## src/rtl/edfs_pkg.sv

```systemverilog
// Shared constants for the earliest-deadline-first batch job scheduler.
`default_nettype none

package edfs_pkg;

    // Default number of backlog slots.
    localparam int DEF_CAPACITY = 32;

    // Field widths of one item and one result.
    localparam int VAL_W   = 16;
    localparam int WANT_W  = 6;
    localparam int KIND_W  = 2;
    localparam int TOTAL_W = 21;
    localparam int SIZE_W  = 6;

    // Stream word widths, padded to whole bytes.
    localparam int S_TDATA_W = 40;
    localparam int M_TDATA_W = 88;
    localparam int M_PAD_W   = M_TDATA_W - (3 * VAL_W + TOTAL_W + 2 * SIZE_W + 1);

    // Sort key: deadline, then compute, then id, most significant first.
    localparam int KEY_W = 3 * VAL_W;

    // Result kinds.
    localparam logic [KIND_W-1:0] KIND_ACK     = 2'd0;
    localparam logic [KIND_W-1:0] KIND_EXEC    = 2'd1;
    localparam logic [KIND_W-1:0] KIND_SUMMARY = 2'd2;

    // Input modes.
    localparam logic MODE_ADD     = 1'b0;
    localparam logic MODE_END_DAY = 1'b1;

endpackage

`default_nettype wire

```

## src/rtl/edf_batch_job_scheduler_top.sv

```systemverilog
// Top level of the earliest-deadline-first batch job scheduler.
`default_nettype none

// The block holds a backlog of up to CAPACITY jobs in a memory with one write
// port and one registered read port, and works on one item at a time;
// s_axis_tready is high only while it is idle. An add item scans the valid
// bits one slot a cycle for a free slot (a full backlog is refused without a
// scan, with rejected set). An end-of-day item first sweeps every slot
// through the shared 48-bit comparator to drop expired jobs, then for each
// dispatched job sweeps the backlog again to find the smallest
// {deadline, compute, id} key, and closes with the summary. A finished
// result sits in the output register, so a slow consumer only stalls the
// sequencer when it tries to emit the next result. Job ids wrap from 65535
// to 0, the day counter starts at one and saturates at 65535, and the size
// and count fields carry the low six bits of the internal counters.
module edf_batch_job_scheduler_top #(
    parameter int CAPACITY = edfs_pkg::DEF_CAPACITY
) (
    input  wire                            i_clk,
    input  wire                            i_rst_n,
    // Input item: job_compute[15:0], job_deadline[31:16], dispatch_count[37:32].
    input  wire                            s_axis_tvalid,
    output logic                           s_axis_tready,
    input  wire  [edfs_pkg::S_TDATA_W-1:0] s_axis_tdata,
    // tuser: mode (0 add, 1 end of day).
    input  wire                            s_axis_tuser,
    // Result: job_id[15:0], out_compute[31:16], out_deadline[47:32],
    // total_compute[68:48], expired_count[74:69], backlog_size[80:75],
    // rejected[81].
    output logic                           m_axis_tvalid,
    input  wire                            m_axis_tready,
    output logic [edfs_pkg::M_TDATA_W-1:0] m_axis_tdata,
    // tuser: kind (0 acknowledge, 1 executed job, 2 day summary).
    output logic [edfs_pkg::KIND_W-1:0]    m_axis_tuser,
    output logic                           m_axis_tlast
);

    localparam int IW  = $clog2(CAPACITY);
    localparam int CW  = $clog2(CAPACITY + 1);
    localparam int VW  = edfs_pkg::VAL_W;
    localparam int KW  = edfs_pkg::KEY_W;
    localparam int TW  = edfs_pkg::TOTAL_W;
    localparam int SW  = edfs_pkg::SIZE_W;
    localparam int WW  = edfs_pkg::WANT_W;

    localparam logic [IW-1:0] LAST_IDX = IW'(CAPACITY - 1);
    localparam logic [CW-1:0] FULL_CNT = CW'(CAPACITY);
    localparam logic [VW-1:0] DAY_MAX  = {VW{1'b1}};

    // Sequencer states.
    localparam logic [2:0] S_IDLE = 3'd0;
    localparam logic [2:0] S_ADD  = 3'd1;
    localparam logic [2:0] S_EXP  = 3'd2;
    localparam logic [2:0] S_CHK  = 3'd3;
    localparam logic [2:0] S_MIN  = 3'd4;
    localparam logic [2:0] S_PICK = 3'd5;
    localparam logic [2:0] S_SUM  = 3'd6;

    // Control state.
    logic [2:0]          r_state, n_state;
    logic [CAPACITY-1:0] r_valid, n_valid;
    logic [CW-1:0]       r_count, n_count;
    logic [VW-1:0]       r_next_id, n_next_id;
    logic [VW-1:0]       r_day, n_day;
    logic                r_issue, n_issue;
    logic                r_rd_en;
    logic                r_o_valid;
    logic                r_best_vld, n_best_vld;

    // Working registers.
    logic [IW-1:0]       r_idx, n_idx;
    logic [IW-1:0]       r_rd_idx;
    logic [KW-1:0]       r_rd_key;
    logic [VW-1:0]       r_cmp, n_cmp;
    logic [VW-1:0]       r_dl, n_dl;
    logic [WW-1:0]       r_want, n_want;
    logic [WW-1:0]       r_sent, n_sent;
    logic [CW-1:0]       r_expired, n_expired;
    logic [TW-1:0]       r_total, n_total;
    logic [KW-1:0]       r_best_key, n_best_key;
    logic [IW-1:0]       r_best_idx, n_best_idx;

    // Output register.
    logic [edfs_pkg::KIND_W-1:0]  r_o_kind;
    logic [edfs_pkg::M_TDATA_W-1:0] r_o_data;
    logic                         r_o_last;

    // Backlog memory, one key per slot.
    logic [KW-1:0]       r_mem [CAPACITY];

    // Combinational signals.
    logic                w_accept;
    logic                w_out_free;
    logic                w_rd_last;
    logic                w_rd_hit;
    logic [KW-1:0]       w_cmp_a;
    logic [KW-1:0]       w_cmp_b;
    logic                w_lt;
    logic                w_mem_we;
    logic                w_emit;
    logic [edfs_pkg::KIND_W-1:0] w_kind;
    logic [VW-1:0]       w_id;
    logic [VW-1:0]       w_ocmp;
    logic [VW-1:0]       w_odl;
    logic [TW-1:0]       w_otot;
    logic [SW-1:0]       w_oexp;
    logic [SW-1:0]       w_osize;
    logic                w_orej;
    logic                w_olast;

    assign s_axis_tready = (r_state == S_IDLE);
    assign w_accept      = s_axis_tvalid && s_axis_tready;
    assign w_out_free    = !r_o_valid || m_axis_tready;
    assign w_rd_last     = r_rd_en && (r_rd_idx == LAST_IDX);
    assign w_rd_hit      = r_rd_en && r_valid[r_rd_idx];

    // The one shared comparator. In the expiry sweep it checks the slot's
    // deadline against the current day; in a dispatch sweep it checks the
    // slot's whole key against the best key found so far. A plain unsigned
    // compare of {deadline, compute, id} gives the dispatch order directly.
    always_comb begin
        if (r_state == S_EXP) begin
            w_cmp_a = {r_rd_key[KW-1 -: VW], {(KW - VW){1'b0}}};
            w_cmp_b = {r_day, {(KW - VW){1'b0}}};
        end else begin
            w_cmp_a = r_rd_key;
            w_cmp_b = r_best_key;
        end
    end
    assign w_lt = (w_cmp_a < w_cmp_b);

    // Sequencer.
    always_comb begin
        n_state    = r_state;
        n_valid    = r_valid;
        n_count    = r_count;
        n_next_id  = r_next_id;
        n_day      = r_day;
        n_issue    = r_issue;
        n_best_vld = r_best_vld;
        n_idx      = r_idx;
        n_cmp      = r_cmp;
        n_dl       = r_dl;
        n_want     = r_want;
        n_sent     = r_sent;
        n_expired  = r_expired;
        n_total    = r_total;
        n_best_key = r_best_key;
        n_best_idx = r_best_idx;

        w_mem_we = 1'b0;
        w_emit   = 1'b0;
        w_kind   = edfs_pkg::KIND_ACK;
        w_id     = '0;
        w_ocmp   = '0;
        w_odl    = '0;
        w_otot   = '0;
        w_oexp   = '0;
        w_osize  = SW'(r_count);
        w_orej   = 1'b0;
        w_olast  = 1'b0;

        // Sweep address generator: one slot a cycle, from 0 to the last.
        if (r_issue) begin
            if (r_idx == LAST_IDX) begin
                n_issue = 1'b0;
            end else begin
                n_idx = r_idx + IW'(1);
            end
        end

        case (r_state)
            S_IDLE: begin
                if (w_accept) begin
                    n_cmp  = s_axis_tdata[VW-1:0];
                    n_dl   = s_axis_tdata[2*VW-1:VW];
                    n_want = s_axis_tdata[2*VW+WW-1:2*VW];
                    n_idx  = '0;
                    if (s_axis_tuser == edfs_pkg::MODE_ADD) begin
                        n_state = S_ADD;
                    end else begin
                        n_sent    = '0;
                        n_expired = '0;
                        n_total   = '0;
                        n_issue   = 1'b1;
                        n_state   = S_EXP;
                    end
                end
            end
            S_ADD: begin
                w_ocmp = r_cmp;
                w_odl  = r_dl;
                w_olast = 1'b1;
                if (r_count == FULL_CNT) begin
                    if (w_out_free) begin
                        w_emit  = 1'b1;
                        w_orej  = 1'b1;
                        n_state = S_IDLE;
                    end
                end else if (r_valid[r_idx]) begin
                    n_idx = r_idx + IW'(1);
                end else if (w_out_free) begin
                    w_mem_we       = 1'b1;
                    n_valid[r_idx] = 1'b1;
                    n_count        = r_count + CW'(1);
                    n_next_id      = r_next_id + VW'(1);
                    w_emit         = 1'b1;
                    w_id           = r_next_id;
                    w_osize        = SW'(r_count + CW'(1));
                    n_state        = S_IDLE;
                end
            end
            S_EXP: begin
                if (w_rd_hit && w_lt) begin
                    n_valid[r_rd_idx] = 1'b0;
                    n_expired         = r_expired + CW'(1);
                    n_count           = r_count - CW'(1);
                end
                if (w_rd_last) begin
                    n_state = S_CHK;
                end
            end
            S_CHK: begin
                if ((r_sent == r_want) || (r_count == '0)) begin
                    n_state = S_SUM;
                end else begin
                    n_idx      = '0;
                    n_issue    = 1'b1;
                    n_best_vld = 1'b0;
                    n_state    = S_MIN;
                end
            end
            S_MIN: begin
                if (w_rd_hit && (!r_best_vld || w_lt)) begin
                    n_best_key = r_rd_key;
                    n_best_idx = r_rd_idx;
                    n_best_vld = 1'b1;
                end
                if (w_rd_last) begin
                    n_state = S_PICK;
                end
            end
            S_PICK: begin
                if (w_out_free) begin
                    n_valid[r_best_idx] = 1'b0;
                    n_count  = r_count - CW'(1);
                    n_total  = r_total + TW'(r_best_key[KW-VW-1 -: VW]);
                    n_sent   = r_sent + WW'(1);
                    w_emit   = 1'b1;
                    w_kind   = edfs_pkg::KIND_EXEC;
                    w_id     = r_best_key[VW-1:0];
                    w_ocmp   = r_best_key[KW-VW-1 -: VW];
                    w_odl    = r_best_key[KW-1 -: VW];
                    w_osize  = SW'(r_count - CW'(1));
                    n_state  = S_CHK;
                end
            end
            S_SUM: begin
                if (w_out_free) begin
                    w_emit  = 1'b1;
                    w_kind  = edfs_pkg::KIND_SUMMARY;
                    w_otot  = r_total;
                    w_oexp  = SW'(r_expired);
                    w_olast = 1'b1;
                    if (r_day != DAY_MAX) begin
                        n_day = r_day + VW'(1);
                    end
                    n_state = S_IDLE;
                end
            end
            default: begin
                n_state = S_IDLE;
            end
        endcase
    end

    // Control registers.
    always_ff @(posedge i_clk) begin
        if (!i_rst_n) begin
            r_state    <= S_IDLE;
            r_valid    <= '0;
            r_count    <= '0;
            r_next_id  <= VW'(1);
            r_day      <= VW'(1);
            r_issue    <= 1'b0;
            r_rd_en    <= 1'b0;
            r_best_vld <= 1'b0;
            r_o_valid  <= 1'b0;
        end else begin
            r_state    <= n_state;
            r_valid    <= n_valid;
            r_count    <= n_count;
            r_next_id  <= n_next_id;
            r_day      <= n_day;
            r_issue    <= n_issue;
            r_rd_en    <= r_issue;
            r_best_vld <= n_best_vld;
            if (w_emit) begin
                r_o_valid <= 1'b1;
            end else if (m_axis_tready) begin
                r_o_valid <= 1'b0;
            end
        end
    end

    // Working and payload registers.
    always_ff @(posedge i_clk) begin
        r_idx      <= n_idx;
        r_rd_idx   <= r_idx;
        r_cmp      <= n_cmp;
        r_dl       <= n_dl;
        r_want     <= n_want;
        r_sent     <= n_sent;
        r_expired  <= n_expired;
        r_total    <= n_total;
        r_best_key <= n_best_key;
        r_best_idx <= n_best_idx;
        if (w_emit) begin
            r_o_kind <= w_kind;
            r_o_last <= w_olast;
            r_o_data <= {{edfs_pkg::M_PAD_W{1'b0}}, w_orej, w_osize, w_oexp, w_otot,
                         w_odl, w_ocmp, w_id};
        end
    end

    // Backlog memory: one write port, one registered read port.
    always_ff @(posedge i_clk) begin
        if (w_mem_we) begin
            r_mem[r_idx] <= {r_dl, r_cmp, r_next_id};
        end
        r_rd_key <= r_mem[r_idx];
    end

    assign m_axis_tvalid = r_o_valid;
    assign m_axis_tdata  = r_o_data;
    assign m_axis_tuser  = r_o_kind;
    assign m_axis_tlast  = r_o_last;

    // The fill count always matches the number of occupied slots.
    a_count_matches: assert property (@(posedge i_clk) disable iff (!i_rst_n)
        r_count == CW'($countones(r_valid)))
        else $error("backlog count differs from occupied slots");

    // A job is only picked from an occupied slot found by a completed sweep.
    a_pick_valid: assert property (@(posedge i_clk) disable iff (!i_rst_n)
        (r_state == S_PICK) |-> (r_best_vld && r_valid[r_best_idx]))
        else $error("dispatch picked an empty slot");

    // The day counter starts at one and saturates, so it is never zero.
    a_day_nonzero: assert property (@(posedge i_clk) disable iff (!i_rst_n)
        r_day != '0)
        else $error("day counter reached zero");

    // Dispatch never sends more jobs than were asked for.
    a_sent_bound: assert property (@(posedge i_clk) disable iff (!i_rst_n)
        (r_state == S_PICK || r_state == S_CHK || r_state == S_MIN)
        |-> (r_sent <= r_want))
        else $error("more jobs dispatched than requested");

endmodule

`default_nettype wire

```

## config.mk

```make
export PLATFORM = sky130hd
export DESIGN_NAME = edf_batch_job_scheduler_top
export DESIGN_NICKNAME = d
export VERILOG_FILES = /design/src/rtl/edfs_pkg.sv /design/src/rtl/edf_batch_job_scheduler_top.sv
export SDC_FILE = /design/constraint.sdc
export NUM_CORES = 2
export LEC_CHECK = 0
export BUFFER_PORTS_ARGS = -buffer_cell sky130_fd_sc_hd__buf_2
export CAP_MARGIN = 20
export CORE_ASPECT_RATIO = 1.1
export CORE_MARGIN = 1.5
export CORE_UTILIZATION = 49
export DETAILED_ROUTE_END_ITERATION = 10
export PLACE_DENSITY = 0.64
export SYNTH_ARGS = -nofsm -noshare
export SYNTH_HDL_FRONTEND = slang
export SYNTH_SLANG_ARGS = --single-unit
```

## constraint.sdc

```tcl
create_clock -name i_clk -period 6.5 [get_ports i_clk]
set_input_delay 0.325 -clock i_clk [delete_from_list [all_inputs] [get_ports i_clk]]
set_output_delay 0.325 -clock i_clk [all_outputs]
set_load 0.05 [all_outputs]
```

After elaboration in Yosys (flattened, before gate mapping)
Memories as Yosys holds them, arrays and structs flattened. A register that Yosys moved wholly into a read port is not among the register bits.
Cells that the tools add are included.
- register bits after elaboration: 296
- bits in writable memories: 1536
- input bits: 45
- output and inout bits: 93
- logic and storage cells: 187
- memories kept: 1
- memories (name ; depth ; width ; rd ports ; clocked after memory_dff ; write ports ; RTL line ; RTL):
    r_mem ; 32 ; 48 ; 1 ; 1 ; 1 ; edf_batch_job_scheduler_top.sv:89 ; logic [KW-1:0] r_mem [CAPACITY];
- add/subtract/negate cells: 8
- $lt $le $gt $ge: 7
- equality and inequality tests: 23
- multiplexer cells: 84
- bitwise gates (word level): 7
- reduce and logical (&&, ||, !) cells: 33
- operators by type and width (cell ; number):
    two-way mux 32 bit ; 6
    two-way mux 16 bit ; 6
    one-hot mux 16 bit (2 select lines) ; 3
    one-hot mux 32 bit (3 select lines) ; 1
    AND 32 bit ; 2
    inverter 32 bit ; 2
    two-way mux 21 bit ; 3
    two-way mux 6 bit ; 9
    less-than comparator 48 bit ; 1
    two-way mux 48 bit ; 1
    one-hot mux 21 bit (2 select lines) ; 1
    one-hot mux 6 bit (2 select lines) ; 3
    adder 16 x 1 -> 16 bit (second input constant) ; 2
    OR 32 bit ; 1
    two-way mux 5 bit ; 6
    two-way mux 1 bit ; 22
    adder 21 x 16 -> 21 bit ; 1
    two-way mux 3 bit ; 7
    one-hot mux 3 bit (7 select lines) ; 1
    adder 6 x 1 -> 6 bit (second input constant) ; 3
    less-than comparator 5 x 6 -> 1 bit (second input constant) ; 3
    one-hot mux 6 bit (3 select lines) ; 1
    inequality test 16 bit (second input constant) ; 1
    inequality test 2 bit (second input constant) ; 8
    31 further kinds ; 68

Longest topological paths before layout
- word-level depth: 9
- depth in mapped cells: 17
- depth with buffers taken out: 12

Worst setup path after synthesis
Ideal clock, no wire load.
- path kind: reg-to-reg
- start: register r_state[1]
- end: register r_best_idx[0], enable pin
- setup time: 0.495 ns
- arrival time: 6.129 ns
- data required time: 6.005 ns
- slack: -0.125 ns
- stages on the path, launching flop included: 12
- buffers on the path: 3
- clock period less this slack: 6.625 ns
- cells stage by stage: dfxtp_1 -> clkbuf_1 -> nor3b_1 -> clkbuf_1 -> buf_1 -> mux2i_1 -> ha_1 -> or2_2 -> a311oi_1 -> nor3b_1 -> o41ai_1 -> a31oi_1
- longest elaborated chain between the ends: 6
- elaborated cells on any way between the ends: 8
- classes of those cells: 1 x order compare; 2 x eq/ne; 2 x mux; 3 x reduce/logical
- RTL lines (item ; RTL line ; RTL):
    start, declared ; edf_batch_job_scheduler_top.sv:60 ; logic [2:0] r_state, n_state;
    start signal, assigned ; edf_batch_job_scheduler_top.sv:290 ; r_state <= n_state;
    equality test 3 x 2 -> 1 bit ; edf_batch_job_scheduler_top.sv:122 ; if (r_state == S_EXP) begin
    two-way mux 32 bit / two-way mux 48 bit (equally long branches) ; edf_batch_job_scheduler_top.sv:122 ;
    less-than comparator 48 bit ; edf_batch_job_scheduler_top.sv:130 ; assign w_lt = (w_cmp_a < w_cmp_b);
    logical OR 1 bit ; edf_batch_job_scheduler_top.sv:234 ; if (w_rd_hit && (!r_best_vld || w_lt)) begin
    logical AND 1 bit ; edf_batch_job_scheduler_top.sv:234 ;
    AND reduction 2 bit (no line) (*) ; - ;
    end signal, assigned ; edf_batch_job_scheduler_top.sv:317 ; r_best_idx <= n_best_idx;
    end, declared ; edf_batch_job_scheduler_top.sv:81 ; logic [IW-1:0] r_best_idx, n_best_idx;
Mark *: on every way between the ends. The rest lies on a longest branch, timed or not.
A chain may end at the register's enable or synchronous reset.

Worst setup path after layout
- start: register r_idx[0]
- end: memory r_mem[23][17] (netlist name), enable pin
- longest elaborated chain between the ends: 7
- RTL lines (item ; RTL line ; RTL):
    start, declared ; edf_batch_job_scheduler_top.sv:71 ; logic [IW-1:0] r_idx, n_idx;
    start signal, assigned ; edf_batch_job_scheduler_top.sv:308 ; r_idx <= n_idx;
    binary-select mux 1 bit (select 5 bit) ; edf_batch_job_scheduler_top.sv:200 ; end else if (r_valid[r_idx]) begin
    two-way mux 1 bit (not written as such) ; edf_batch_job_scheduler_top.sv:200 ;
    two-way mux 1 bit ; edf_batch_job_scheduler_top.sv:200 ;
    two-way mux 1 bit ; edf_batch_job_scheduler_top.sv:194 ; if (r_count == FULL_CNT) begin
    two-way mux 1 bit ; edf_batch_job_scheduler_top.sv:172 ; case (r_state)
    two-way mux 1 bit ; edf_batch_job_scheduler_top.sv:328 ; if (w_mem_we) begin
    two-way mux 1 bit (not written as such) ; edf_batch_job_scheduler_top.sv:329 ; r_mem[r_idx] <= {r_dl, r_cmp, r_next_id};
    end, declared ; edf_batch_job_scheduler_top.sv:89 ;
Several ways; a longest one is shown, not always the timed one. The select of a mux whose other input is x is not followed.

==> qor.yml <==
end_kind: "flip-flop"
pwr-share-comb: 0.205
fin_total_pwr_mw: 31.9
clk_pin_slew_ps: 60
drv_slew: 0
startpoint_type: "flip-flop"
synth_flop_cell: "edfxtp_1"
insertion_delay_ps: 850
io_pins: 138
ir_drop_v: 0.000291
dp.cells: 5848
vias: 39000
worst-r2r-cell-count: 9
synth_commonest_cells: "edfxtp_1, mux4_2, mux2i_1"
hold_violations: 0
routedWlPerCell_um: 30.7
layout.cells.non_filler: 6249
dp_hpwl_mm: 104
max_cap_violations: 0
synth-edff-count: 1745
crit_slowest_cell: "dfxtp_4"
synth_most_common_cell: "edfxtp_1"
layout_worst_path_cycle_share: 0.792
track_usage: 0.249
cp.arrival_ps: 5630
first_iter_violations: 4904
cp.required_ps: 6980
synth_top_area_share: 0.706
initial_core_util: 0.494
p_leak_nw: 27.7
cell_internal_pwr_mw: 22.7
finClkSkew_ps: 45.7
cellPowerDensity_nw_per_um2: 377
grt_pass1_vias: 38100
root_buffer: "clkbuf_16"
r2r_slack_ps: 1350
path_class: "reg2reg"
ys_ff_latch: 1880
drt.antenna.violating_nets: 0
htree_levels: 4
max_slew_margin: 0.164
yosysSeqAreaShare: 0.742
hold-path-cell-count: 3
viasPerCell: 6.24
nFillCells: 11300
row_count: 149
die_y_um: 411
antenna_found_initial: 10
max_freq_ghz: 0.194
syn_area_um2: 74300
cts_num_sinks: 1880
diodes: 0
die_area_um2: 154000
yosys-top-cells-area: "edfxtp_1, mux4_2, dfxtp_1"
drt_first_pass_iters: 7
p_sw_mw: 9.14
overflow: 0
routed_wl_mm: 192
post-route-min-period_ps: 5150
drive_gt1_frac: 0.234
post_cts_buffers: 0
cts_tree: "built"
die_w_um: 374
core_area_um2: 150000
fin_tns_setup_ps: 0
syn_to_final_growth_pct: 14.0
post-route-drc-count: 0
clockPowerShare: 0.327
seqPwrFrac: 0.469
yosys.area.top_type: "edfxtp_1"
path_cells: "mux4_2 -> nand2_1 -> nor4b_1 -> o221ai_2 -> nor4_4 -> buf_4 -> nand3_1 -> nor2_4 -> buf_12"
syn_inst: 3855
worstHoldPathType: "in2reg"
yosysUniqueCellTypes: 73
cts_buffer_depth: 3
place.gp.congestion: 0.869
tightest_slew_ps: 1240
rsz0062_at_grt: "false"
grt_first_pass_wirelength_mm: 274
cp_max_fo: 36
cts_buffers: 186
cpPeakStageDelay_ps: 880
async_reset_ff_frac: 0
setup_viol: 0
ys_warn_count: 0
nets: 4251
io_buffers: 129
swShare: 0.287
syn_avg_cell_area_um2: 19.3
grt_max_degree: 123
status: "finished, final reports clean"
==> stage by stage <==
stage	hold slack [ps]	setup WS (ps)	cell area, um2	utilization
floorplan	329	630	74300	-
global placement	410	1420	77900	0.519
detailed placement	407	1380	77900	0.519
CTS	17.8	1350	84300	0.561
global route	68.5	1140	84600	0.563
finish	94.9	1350	84600	0.563
==> layer usage <==
metal | routed length (um) | vias to the layer above | global-route usage
li1 | - | 16400 | -
met1 | 80900 | 20600 | 0.364
met4 | 4350 | 0 | 0.0662
met3 | 15900 | 251 | 0.0422
met2 | 90900 | 1825 | 0.392
met5 | 0 | - | 0
==> final timing paths <==
check	start	end
setup reg to reg	r_idx[0]	r_mem[23][17]
hold reg to reg	r_rd_key[3]	r_best_key[3]
hold / removal	i_rst_n	r_day[0]
setup / recovery	r_idx[0]	r_mem[23][17]
==> critical path: cells and delay by family, from the launching register on <==
family	cells	cell delay [ps]
buffers and inverters	2	820
multiplexers	1	600
flip-flops	1	880
AND/OR/NAND/NOR	5	2120
AO/OA/AOI/OAI	1	320
==> final cells by class <==
class	instances	area, um2	share of cell area
well taps	1963	2460	0.0290
flip-flops and latches	1880	55100	0.651
repair buffers	293	2530	0.0299
inverters	56	218	0.00257
multi-input cells	1712	18400	0.218
clock inverters	97	881	0.0104
clock buffers	248	5030	0.0594
==> state kept, by name, summed over array words and instances, names as in the netlist, 3 cells and up <==
signal        cells
m_axis_tdata     82
r_best_idx        5
r_best_key       48
r_cmp            16
r_count           6
r_day            16
r_dl             16
r_expired         6
r_idx             5
r_mem          1536
r_next_id        16
r_rd_idx          5
r_rd_key         48
r_sent            6
r_state           3
r_total          21
r_valid          32
r_want            6
==> power groups by stage <==
stage / Sequential [mW] / Combinational, mW / Clock, mW
floorplan: 15.3 / 4.36 / 0
global placement: 15.2 / 6.39 / 0
detailed placement: 15.2 / 6.45 / 0
CTS: 15.0 / 6.50 / 10.6
global route: 15.0 / 7.01 / 11.0
finish: 14.9 / 6.53 / 10.4
==> cell usage in the layout, fill, tap and decap left out, types with 34 or more instances in the layout <==
cell type	n
and2_1	35
nand2_1	119
clkbuf_1	49
buf_4	86
mux4_2	387
a21oi_1	59
clkbuf_16	187
nor2_1	91
mux2i_1	170
dlygate4sd3_1	40
o21ai_0	34
inv_1	53
dfxtp_1	133
ha_1	76
o211ai_1	34
edfxtp_1	1745
buf_2	130
o22ai_1	51
clkinv_1	38
nor2b_1	39
a22o_1	61
a22oi_1	92
nor2_4	37
nand3_1	67
==> kinds of logic after synthesis <==
family / Yosys count / share of synthesized area
DFF: 1880 / 0.742
muxes: 568 / 0.142
and+or+nand+nor: 559 / 0.0380
AOI/OAI and AO/OA: 448 / 0.0440
buffers and inverters: 268 / 0.0147
adders and majority gates: 77 / 0.0131
xor gates and xnor gates: 54 / 0.00637
other: 1 / 0.0000505
==> repair_timing <==
action,CTS,global route
endpoints found under the hold margin,45,0
endpoints found under the setup margin,0,0
resized for setup,0,0
hold buffers,40,0
Power figures use the tool's default switching activity.
